--- config.mk ---
export PLATFORM = sky130hd
export DESIGN_NAME = simon32_64_block_cipher_unit_flat
export DESIGN_NICKNAME = d
export VERILOG_FILES = /design/src/rtl/core/sim3264_pkg.sv /design/src/rtl/core/sim3264_req_if.sv /design/src/rtl/core/sim3264_rsp_if.sv /design/src/rtl/core/simon32_64_block_cipher_unit.sv /design/src/rtl/core/sim3264_key_sched.sv /design/src/flat_wrapper.sv
export SDC_FILE = /design/constraint.sdc
export NUM_CORES = 1
export LEC_CHECK = 0
export ABC_AREA = 1
export BUFFER_PORTS_ARGS = -buffer_cell sky130_fd_sc_hd__buf_2
export CAP_MARGIN = 20
export CELL_PAD_IN_SITES_DETAIL_PLACEMENT = 1
export CELL_PAD_IN_SITES_GLOBAL_PLACEMENT = 2
export CORE_UTILIZATION = 42
export DETAILED_ROUTE_END_ITERATION = 8
export GPL_TIMING_DRIVEN = 1
export PLACE_DENSITY_LB_ADDON = 0.1
export SETUP_SLACK_MARGIN = 0.2
export SLEW_MARGIN = 20
export SYNTH_ARGS = -nofsm -noshare
export SYNTH_HDL_FRONTEND = slang
export SYNTH_HIERARCHICAL = 1
export SYNTH_SLANG_ARGS = --single-unit
--- constraint.sdc ---
create_clock -name clk -period 5.1 [get_ports clk]
set_input_delay 0.51 -clock clk [delete_from_list [all_inputs] [get_ports clk]]
set_output_delay 0.51 -clock clk [all_outputs]
set_load 0.1 [all_outputs]
--- src/rtl/core/sim3264_pkg.sv ---
// ----------------------------------------------------------------------------
// sim3264_pkg: shared types and constants
// Word types, key schedule constants and round helpers for the Simon 32/64
// cipher unit.
// ----------------------------------------------------------------------------
package sim3264_pkg;

    localparam int unsigned WORD_W      = 16;
    localparam int unsigned ROUND_COUNT = 32;
    localparam int unsigned KEY_WORDS   = 4;
    localparam int unsigned KEY_AW      = $clog2(ROUND_COUNT);
    localparam int unsigned CFG_AW      = $clog2(KEY_WORDS);

    typedef logic [WORD_W-1:0] word_t;
    typedef logic [KEY_AW-1:0] round_idx_t;
    typedef logic [CFG_AW-1:0] cfg_idx_t;

    localparam round_idx_t ROUND_LAST = round_idx_t'(ROUND_COUNT - 1);
    localparam round_idx_t ROUND_KEYS = round_idx_t'(KEY_WORDS);

    // Reset values of the four key words.
    localparam word_t KEY_RESET [KEY_WORDS] = '{16'h1918, 16'h1110, 16'h0908, 16'h0100};

    // Key schedule constant and the z0 sequence, bit n used for round key n + 4.
    localparam word_t       KS_CONST = 16'hfffc;
    localparam logic [63:0] Z0_SEQ   = 64'h19C3522FB386A45F;

    typedef enum logic [1:0] {
        ST_IDLE,
        ST_PREP,
        ST_RUN,
        ST_DRAIN
    } state_t;

    // Configuration write, forwarded from the top level to the key unit.
    typedef struct packed {
        logic     wen;
        cfg_idx_t index;
        word_t    data;
    } key_cfg_t;

    function automatic word_t rotl(input word_t v, input int unsigned n);
        rotl = word_t'((v << n) | (v >> (WORD_W - n)));
    endfunction

    function automatic word_t rotr(input word_t v, input int unsigned n);
        rotr = word_t'((v >> n) | (v << (WORD_W - n)));
    endfunction

    function automatic word_t round_f(input word_t x);
        round_f = (rotl(x, 1) & rotl(x, 8)) ^ rotl(x, 2);
    endfunction

endpackage

--- src/rtl/core/sim3264_req_if.sv ---
// ----------------------------------------------------------------------------
// sim3264_req_if: request channel
// Carries one block and its encrypt or decrypt flag under valid and ready.
// ----------------------------------------------------------------------------
interface sim3264_req_if;
    import sim3264_pkg::*;

    logic  valid;
    logic  ready;
    logic  req_type;
    word_t block_left;
    word_t block_right;

    modport source (output valid, output req_type, output block_left,
                    output block_right, input ready);
    modport sink   (input valid, input req_type, input block_left,
                    input block_right, output ready);
endinterface

--- src/rtl/core/sim3264_rsp_if.sv ---
// ----------------------------------------------------------------------------
// sim3264_rsp_if: result channel
// Carries one processed block under valid and ready.
// ----------------------------------------------------------------------------
interface sim3264_rsp_if;
    import sim3264_pkg::*;

    logic  valid;
    logic  ready;
    word_t out_left;
    word_t out_right;

    modport source (output valid, output out_left, output out_right, input ready);
    modport sink   (input valid, input out_left, input out_right, output ready);
endinterface

--- src/rtl/core/simon32_64_block_cipher_unit.sv ---
// An accepted item passes through the prepare, round and drain states to its result
// register, and waits longer while that register still holds an earlier result. A
// new item is taken only once the previous result has been loaded; the single round
// unit runs one Feistel round per cycle, with the round key read from a registered table one round ahead.
// Reset restores the default key and then refills the round key table, as does
// every key write; no item is accepted during that refill.
// ----------------------------------------------------------------------------
// simon32_64_block_cipher_unit: Simon 32/64 encrypt and decrypt
// Round-iterative cipher core with a precomputed round key table.
// ----------------------------------------------------------------------------
module simon32_64_block_cipher_unit (
    input  logic                  clk,
    input  logic                  rst_n,
    sim3264_req_if.sink           req,
    sim3264_rsp_if.source         rsp,
    input  logic                  cfg_wen,
    input  sim3264_pkg::cfg_idx_t cfg_index,
    input  sim3264_pkg::word_t    cfg_wdata
);
    import sim3264_pkg::*;

    state_t     state_reg;
    state_t     state_next;
    round_idx_t round_reg;
    round_idx_t round_next;
    round_idx_t round_inc;
    round_idx_t rd_addr;
    logic       dec_reg;
    logic       dec_next;
    word_t      x_reg;
    word_t      x_next;
    word_t      y_reg;
    word_t      y_next;
    logic       out_valid_reg;
    logic       out_valid_next;
    word_t      out_left_reg;
    word_t      out_left_next;
    word_t      out_right_reg;
    word_t      out_right_next;
    word_t      rd_key;
    logic       key_busy;
    logic       accept;
    logic       slot_free;
    logic       load_out;
    key_cfg_t   key_cfg;

    assign key_cfg = '{wen: cfg_wen, index: cfg_index, data: cfg_wdata};

    sim3264_key_sched u_key_sched (
        .clk     (clk),
        .rst_n   (rst_n),
        .cfg     (key_cfg),
        .rd_addr (rd_addr),
        .rd_key  (rd_key),
        .busy    (key_busy)
    );

    assign accept    = req.valid && req.ready;
    assign slot_free = !out_valid_reg || rsp.ready;
    assign round_inc = round_reg + round_idx_t'(1);

    // Next state.
    always_comb begin
        state_next = state_reg;
        unique case (state_reg)
            ST_IDLE:  if (accept) state_next = ST_PREP;
            ST_PREP:  state_next = ST_RUN;
            ST_RUN:   if (round_reg == ROUND_LAST) state_next = ST_DRAIN;
            ST_DRAIN: if (slot_free) state_next = ST_IDLE;
            default:  state_next = ST_IDLE;
        endcase
    end

    // Outputs of the sequencer and the round datapath.
    always_comb begin
        req.ready  = 1'b0;
        rd_addr    = '0;
        round_next = round_reg;
        dec_next   = dec_reg;
        x_next     = x_reg;
        y_next     = y_reg;
        load_out   = 1'b0;
        unique case (state_reg)
            ST_IDLE: begin
                req.ready = !key_busy && !cfg_wen;
                if (accept) begin
                    dec_next   = req.req_type;
                    round_next = '0;
                    // Decryption runs on the swapped block.
                    x_next = req.req_type ? req.block_right : req.block_left;
                    y_next = req.req_type ? req.block_left : req.block_right;
                end
            end
            ST_PREP: begin
                rd_addr = dec_reg ? ROUND_LAST : '0;
            end
            ST_RUN: begin
                rd_addr    = dec_reg ? (ROUND_LAST - round_inc) : round_inc;
                x_next     = round_f(x_reg) ^ y_reg ^ rd_key;
                y_next     = x_reg;
                round_next = round_inc;
            end
            ST_DRAIN: begin
                load_out = slot_free;
            end
            default: begin
                load_out = 1'b0;
            end
        endcase
    end

    always_comb begin
        out_valid_next = load_out || (out_valid_reg && !rsp.ready);
        out_left_next  = out_left_reg;
        out_right_next = out_right_reg;
        if (load_out) begin
            out_left_next  = dec_reg ? y_reg : x_reg;
            out_right_next = dec_reg ? x_reg : y_reg;
        end
    end

    always_ff @(posedge clk or negedge rst_n) begin
        if (!rst_n) begin
            state_reg     <= ST_IDLE;
            round_reg     <= '0;
            out_valid_reg <= 1'b0;
        end else begin
            state_reg     <= state_next;
            round_reg     <= round_next;
            out_valid_reg <= out_valid_next;
        end
    end

    always_ff @(posedge clk) begin
        dec_reg       <= dec_next;
        x_reg         <= x_next;
        y_reg         <= y_next;
        out_left_reg  <= out_left_next;
        out_right_reg <= out_right_next;
    end

    assign rsp.valid     = out_valid_reg;
    assign rsp.out_left  = out_left_reg;
    assign rsp.out_right = out_right_reg;

`ifndef SYNTHESIS
    a_accept_to_prep: assert property (@(posedge clk) disable iff (!rst_n)
        accept |=> state_reg == ST_PREP)
        else $error("accepted item did not start the round sequence");

    a_last_round_drain: assert property (@(posedge clk) disable iff (!rst_n)
        (state_reg == ST_RUN && round_reg == ROUND_LAST) |=> state_reg == ST_DRAIN)
        else $error("round sequence did not end after the last round");

    a_result_from_drain: assert property (@(posedge clk) disable iff (!rst_n)
        $rose(rsp.valid) |-> $past(state_reg) == ST_DRAIN)
        else $error("result appeared without a finished round sequence");

    a_no_accept_in_refill: assert property (@(posedge clk) disable iff (!rst_n)
        key_busy |-> !accept)
        else $error("item accepted while the round key table was refilling");
`endif

endmodule

--- src/rtl/core/sim3264_key_sched.sv ---
// ----------------------------------------------------------------------------
// sim3264_key_sched: key registers and round key table
// Holds the four key words and expands them into a 32-entry round key table, one
// key per cycle while no key write arrives, after reset and after every key write.
// ----------------------------------------------------------------------------
module sim3264_key_sched (
    input  logic                    clk,
    input  logic                    rst_n,
    input  sim3264_pkg::key_cfg_t   cfg,
    input  sim3264_pkg::round_idx_t rd_addr,
    output sim3264_pkg::word_t      rd_key,
    output logic                    busy
);
    import sim3264_pkg::*;

    word_t      key_word_reg [KEY_WORDS];
    word_t      win_reg      [KEY_WORDS];
    word_t      key_mem      [ROUND_COUNT];
    word_t      rd_key_reg;
    logic       busy_reg;
    logic       busy_next;
    round_idx_t idx_reg;
    round_idx_t idx_next;
    round_idx_t z_idx;
    word_t      t1;
    word_t      t2;
    word_t      sched_key;
    word_t      new_key;

    always_ff @(posedge clk or negedge rst_n) begin
        if (!rst_n) begin
            for (int i = 0; i < KEY_WORDS; i++) begin
                key_word_reg[i] <= KEY_RESET[i];
            end
        end else if (cfg.wen) begin
            key_word_reg[cfg.index] <= cfg.data;
        end
    end

    // Expansion from the window of the last four keys.
    always_comb begin
        z_idx     = idx_reg - ROUND_KEYS;
        t1        = rotr(win_reg[3], 3) ^ win_reg[1];
        t2        = t1 ^ rotr(t1, 1);
        sched_key = win_reg[0] ^ t2 ^ KS_CONST ^ word_t'(Z0_SEQ[{1'b0, z_idx}]);
        if (idx_reg < ROUND_KEYS) begin
            new_key = key_word_reg[idx_reg[CFG_AW-1:0]];
        end else begin
            new_key = sched_key;
        end
    end

    // A key write restarts the sweep from the first entry.
    always_comb begin
        busy_next = busy_reg;
        idx_next  = idx_reg;
        if (cfg.wen) begin
            busy_next = 1'b1;
            idx_next  = '0;
        end else if (busy_reg) begin
            idx_next = idx_reg + round_idx_t'(1);
            if (idx_reg == ROUND_LAST) begin
                busy_next = 1'b0;
            end
        end
    end

    always_ff @(posedge clk or negedge rst_n) begin
        if (!rst_n) begin
            busy_reg <= 1'b1;
            idx_reg  <= '0;
        end else begin
            busy_reg <= busy_next;
            idx_reg  <= idx_next;
        end
    end

    always_ff @(posedge clk) begin
        if (busy_reg && !cfg.wen) begin
            key_mem[idx_reg] <= new_key;
            win_reg[0]       <= win_reg[1];
            win_reg[1]       <= win_reg[2];
            win_reg[2]       <= win_reg[3];
            win_reg[3]       <= new_key;
        end
        rd_key_reg <= key_mem[rd_addr];
    end

    assign rd_key = rd_key_reg;
    assign busy   = busy_reg;

endmodule

--- src/flat_wrapper.sv ---
// flat-port wrapper written by rule: the top's interface ports become plain ports
module simon32_64_block_cipher_unit_flat import sim3264_pkg::*;
  (clk, rst_n, cfg_wen, cfg_index, cfg_wdata, req_valid, req_req_type, req_block_left, req_block_right, req_ready, rsp_valid, rsp_out_left, rsp_out_right, rsp_ready);
  sim3264_req_if req_i ();
  sim3264_rsp_if rsp_i ();
  input  logic clk;
  input  logic rst_n;
  input  logic cfg_wen;
  input  sim3264_pkg::cfg_idx_t cfg_index;
  input  sim3264_pkg::word_t cfg_wdata;
  input wire logic [$bits(req_i.valid)-1:0] req_valid;
  input wire logic [$bits(req_i.req_type)-1:0] req_req_type;
  input wire logic [$bits(req_i.block_left)-1:0] req_block_left;
  input wire logic [$bits(req_i.block_right)-1:0] req_block_right;
  output wire logic [$bits(req_i.ready)-1:0] req_ready;
  output wire logic [$bits(rsp_i.valid)-1:0] rsp_valid;
  output wire logic [$bits(rsp_i.out_left)-1:0] rsp_out_left;
  output wire logic [$bits(rsp_i.out_right)-1:0] rsp_out_right;
  input wire logic [$bits(rsp_i.ready)-1:0] rsp_ready;
  assign req_i.valid = req_valid;
  assign req_i.req_type = req_req_type;
  assign req_i.block_left = req_block_left;
  assign req_i.block_right = req_block_right;
  assign req_ready = req_i.ready;
  assign rsp_valid = rsp_i.valid;
  assign rsp_out_left = rsp_i.out_left;
  assign rsp_out_right = rsp_i.out_right;
  assign rsp_i.ready = rsp_ready;
  simon32_64_block_cipher_unit u_core (.clk(clk), .rst_n(rst_n), .req(req_i), .rsp(rsp_i), .cfg_wen(cfg_wen), .cfg_index(cfg_index), .cfg_wdata(cfg_wdata));
endmodule
# After elaboration in Yosys (flattened, before gate mapping)
# Memories as Yosys holds them, arrays and structs flattened. A register that Yosys moved wholly into a read port is not among the register bits.
# Index checks and enable logic that the tools add are counted.
# totals
register_bits,143
mem_bits_rw,576
rom_bits,32
output_inout_bits,34
elab_cells,101
mem_count,3
# op_classes
add_sub_neg,4
magnitude_cmp,5
n_eq_ne,8
muxes,34
n_bitwise,16
n_reduce_logical,17
# memory_table
name,words,width,read_ports,rd_clocked_by_memory_dff,write_ports,line,rtl
u_core.u_key_sched.key_mem,32,16,1,1,1,sim3264_key_sched.sv:18,word_t key_mem [ROUND_COUNT];
u_core.u_key_sched.win_reg,4,16,4,0,4,sim3264_key_sched.sv:17,word_t win_reg [KEY_WORDS];
(no name shown),32,1,1,0,0,sim3264_key_sched.sv:45,"sched_key = win_reg[0] ^ t2 ^ KS_CONST ^ word_t'(Z0_SEQ[{1'b0, z_idx}]);"
# ops
operator,count
16-bit two-way mux,10
16-bit XOR,6
64-bit bitwise mux,1
16-bit case mux with 2 select lines,2
16-bit binary-select mux with 2-bit select,1
16-bit demux with 2-bit select,1
5-bit two-way mux,5
5-bit case mux with 2 select lines,2
16-bit bitwise AND,1
13-bit by 16-bit OR with 16-bit output,1
15-bit by 16-bit OR with 16-bit output,1
16-bit by 1-bit OR with 16-bit output,1
16-bit by 2-bit OR with 16-bit output,1
16-bit by 8-bit OR with 16-bit output,1
16-bit by 1-bit XOR with 16-bit output,1
14-bit NOT,1
5-bit by 1-bit adder with 5-bit output (second input constant),2
5-bit == test (second input constant),2
1-bit two-way mux,8
2-bit case mux with 4 select lines,1
5-bit by 7-bit < comparator with 1-bit output (second input constant),1
3-bit greater-or-equal comparator (second input constant),2
2-bit two-way mux,3
2-bit by 1-bit inequality test with 1-bit output (second input constant),3
14 further kinds,26

# Longest topological paths before layout
# depth
ltp_word,8
ltp_mapped,19
ltp_nobuf,15

# By module
# Netlist, hierarchy kept.
# by_module_without_submodules
mod,n_inst,cells_per_inst,area_per_inst_um2,seq_area_each_um2
sim3264_key_sched,1,2425,27251.1,19384.8
simon32_64_block_cipher_unit,1,438,4065.1,2152.1

# Worst setup path before layout
# Ideal clock, no wire load.
# synth_path
path_type,register -> register
startpoint,"register u_core.u_key_sched.busy_reg, in the netlist u_core/u_key_sched/busy"
endpoint,"memory u_core/u_key_sched/key_mem[0][0] in the netlist's numbering, enable pin"
arrival_ns,3.737
path_slack_ns,0.975
stages_incl_launch_ff,5
synth_period_minus_slack_ns,4.125
path_cell_list,dfstp_2 inv_1 nor2_2 nand2_1 nor2_1
# synth_between
elab_chain_cells,3
# synth_lines
element,line,rtl
from (decl),sim3264_key_sched.sv:20,logic busy_reg;
from (signal assigned),sim3264_key_sched.sv:73,busy_reg <= busy_next;
1-bit logical AND,sim3264_key_sched.sv:79,if (busy_reg && !cfg.wen) begin
1-bit two-way mux,sim3264_key_sched.sv:79,
1-bit two-way mux (implied by the code),sim3264_key_sched.sv:80,key_mem[idx_reg] <= new_key;
to (decl),sim3264_key_sched.sv:18,
# No other way between the ends.

# Final worst setup path
# layout_path
startpoint,register u_core.state_reg[1]
endpoint,"register u_core.u_key_sched.rd_key_reg[4], in the netlist u_core/u_key_sched/rd_key[4], read port of u_core.u_key_sched.key_mem"
# layout_between
elab_chain_cells,2
elab_cells_between_ends,3
classes_between,eq/ne (2); mux (1)
# layout_lines
element,line,rtl
from (decl),simon32_64_block_cipher_unit.sv:22,state_t state_reg;
from (signal assigned),simon32_64_block_cipher_unit.sv:128,state_reg <= state_next;
2-bit == test / 2-bit by 1-bit == test with 1-bit output (equally long branches),simon32_64_block_cipher_unit.sv:83,unique case (state_reg)
5-bit case mux with 2 select lines (*),simon32_64_block_cipher_unit.sv:83,
via u_core.rd_addr[1],simon32_64_block_cipher_unit.sv:27,round_idx_t rd_addr;
to (decl),sim3264_key_sched.sv:19,word_t rd_key_reg;
# Mark *: on every way through the listed nets, which the timed path passes. The rest lies on a longest branch.
# A chain may end at the register's enable or synchronous reset.

==> run metrics <==
Clock Skew 18.2 ps; Final HPWL DP approximately 54000 um; Worst setup SP type flop; H-tree depth 3; max_cap viols 0; I/O Pins 90; Final WS setup between 1500 and 2000 ps; Relative slew margins between 20% and 30%; Port Buffers 89; final instance area 35300 um2; Die H between 200 and 300 um; mapped cell area about 31000 um2; Worst setup startpoint u_core/state_reg[1]; pwr dens ~510 nW/um2; top area cells in the synthesized netlist edfxtp_1, nand2_1, nand3_1, dfrtp_1, o21ai_0; most common cell in the netlist nand2_1; area of the core approximately 73000 um2; Mean Syn Cell Area about 11 um2; pre-CTS setup slack roughly 1500 ps; Final Total Pwr between 15 and 20 mW; Pins Over Slew Limit 0; TritonRoute pass-1 iters 7; WL final 91200 um; max reg flops around 510; initial antenna violation count 3; total track usage 24.5%; Critical Path Sink Type flop; Mapped Cells roughly 2900; vias in the first global route between 20000 and 25000; FF+latch count, synth 735; Hold Vio Cnt, Final 0; GRT overflow 0; CP max FO 45; worst r2r path cells 15; Clock transition at path regs around 60 ps; Site Rows 99; Data arrival, critical path just over 4000 ps; final cycle utilization of the critical path a little over two thirds; Synth top area share approximately 60%; Starting DRT DRC Count between 1000 and 1500; Root Driver clkbuf_16; later-pin clock latency in the skew report between 600 and 700 ps; Total Die Area between 70000 and 80000 um2; setup TNS 0 ps; Unique masters post-synth 37; FFs w/ async S/R, synth a little over a tenth; DRC viols 6; DR vias/cell 5.39; DP Area 32700 um2; top_reg_cell synth edfxtp_1; Tmin final roughly 3600 ps; antenna viol nets, final 0; fraction of layout cells with a size suffix above 1 10.9%; fmax ~280 MHz; Worst Setup EP u_core/u_key_sched/rd_key[4]; Starting Density a little over two fifths; failing checks design-rule violations; worst slew pin tran 1110 ps; clock buffer count from CTS 80; Placer Congestion 0.814; yosys synthesis warning count 6; die width between 200 and 300 um; routed len/inst roughly 23 um; worst r2r dst u_core/u_key_sched/rd_key[4]; synthesized net count a little under 3000; RSZ-0062 raised after global routing false; static leakage 13.6 nW; vias 21400; WP data required between 5000 and 6000 ps; top cells by count, synth nand2_1, edfxtp_1, nand3_1, o21ai_0, inv_1; Seq/Total Area, Yosys 68.8%; R2R Setup Slk 1530 ps; Peak VDD IR between 0.4 and 0.5 mV; Crit Path Category reg2reg; global-route wire length before repair 138000 um; EDFF count, synth around 640; run status finished with violations; number of setup buffers added after CTS 0; largest net degree at the start of global routing between 200 and 250; Nets about 3000; CTS tree done; CTS sink cnt 735; Final setup viols 0; Area Overhead vs Synth 12.7%; Synth area leader edfxtp_1; Min-Delay Path Class in2reg; RR Startpoint u_core/state_reg[1]; Clock Path Buffers 3
[worst max-delay path: stages, from the launching register on]
cell and delay (ps):
dfrtp_1 390, inv_1 80, ha_1 200, nand2_1 270, inv_1 100, o221ai_1 280, inv_4 170, inv_4 500
buf_4 550, nand3_1 150, nand3_1 130, nand2_1 120, nand2_1 140, nand2_1 130, nand2_1 110, nand2_1 70
[per-layer routing]
layer / up-vias / global-route usage, % / part of all wire, %
met5: - / 0 / 0
met4: 0 / 9.32 / 3.3
met3: 115 / 3.59 / 4.7
met2: 391 / 39.9 / 48
met1: 10900 / 33.0 / 44
li1: 10000 / - / -
[layout by cell type (no fill, tap or decap), types with 15 or more instances in the layout]
cell type    n
nand2_1    995
edfxtp_1   641
nand3_1    427
o21ai_0    155
inv_1      110
buf_2       88
clkbuf_16   86
a21oi_1     70
buf_4       69
dfrtp_1     65
nor2_1      48
xor2_1      29
clkbuf_1    24
xnor2_1     21
clkinv_1    16
o21ai_1     16
dfxtp_1     16
o22ai_1     15
[through the flow]
stage                     std cells  hold slack [ps]  util, %
after floorplan                2863              214        -
after global placement         3823              402     44.6
final                          3974              188     48.1
after global routing           3970              188     48.1
after CTS                      3969             87.6     48.1
after detailed placement       3824              406     44.6
[logic make-up after synthesis]
kind of cell	count (synthesis)	synth area share, %
adders and majority gates	14	0.559
buffers and inverters	279	4.66
xor gates and xnor gates	50	1.40
and+or+nand+nor	1497	19.7
AOI/OAI and AO/OA	288	4.87
DFF	735	68.8
[timing repair]
item	CTS	global route
hold buffers	0	1
endpoints found under the hold margin	0	11
resized for setup	0	0
[power by group]
group	switching [mW]	total [mW]	internal [mW]
Clock	2.33	5.70	3.36
Sequential	0.338	8.71	8.38
Combinational	2.79	3.50	0.705
Total	5.46	17.9	12.4
[worst min path at each step]
| stage | end | slack (ps) | startpoint | cells past startpoint |
|---|---|---|---|---|
| after floorplan | u_core/round_reg[0] | 210 | rst_n | 0 |
| after global placement | u_core/u_key_sched/win_reg[1][9] | 400 | u_core/u_key_sched/win_reg[2][9] | 0 |
| after detailed placement | u_core/u_key_sched/win_reg[1][1] | 410 | u_core/u_key_sched/win_reg[2][1] | 0 |
| after CTS | u_core/u_key_sched/key_word_reg[31] | 90 | rst_n | 1 |
| after global routing | u_core/u_key_sched/key_word_reg[27] | 190 | cfg_wdata[11] | 3 |
| final | u_core/u_key_sched/key_word_reg[27] | 190 | cfg_wdata[11] | 3 |
[cell type report]
class,instances,area (um2)
fill,7927,38000
sequential,735,21500
multi-input combinational,1849,8490
clock buffer,113,2280
tap,959,1200
timing repair buffer,162,1030
inverter,120,465
clock inverter,32,277
antenna,4,10.0
Note: power is estimated with default switching activity, not from simulation.
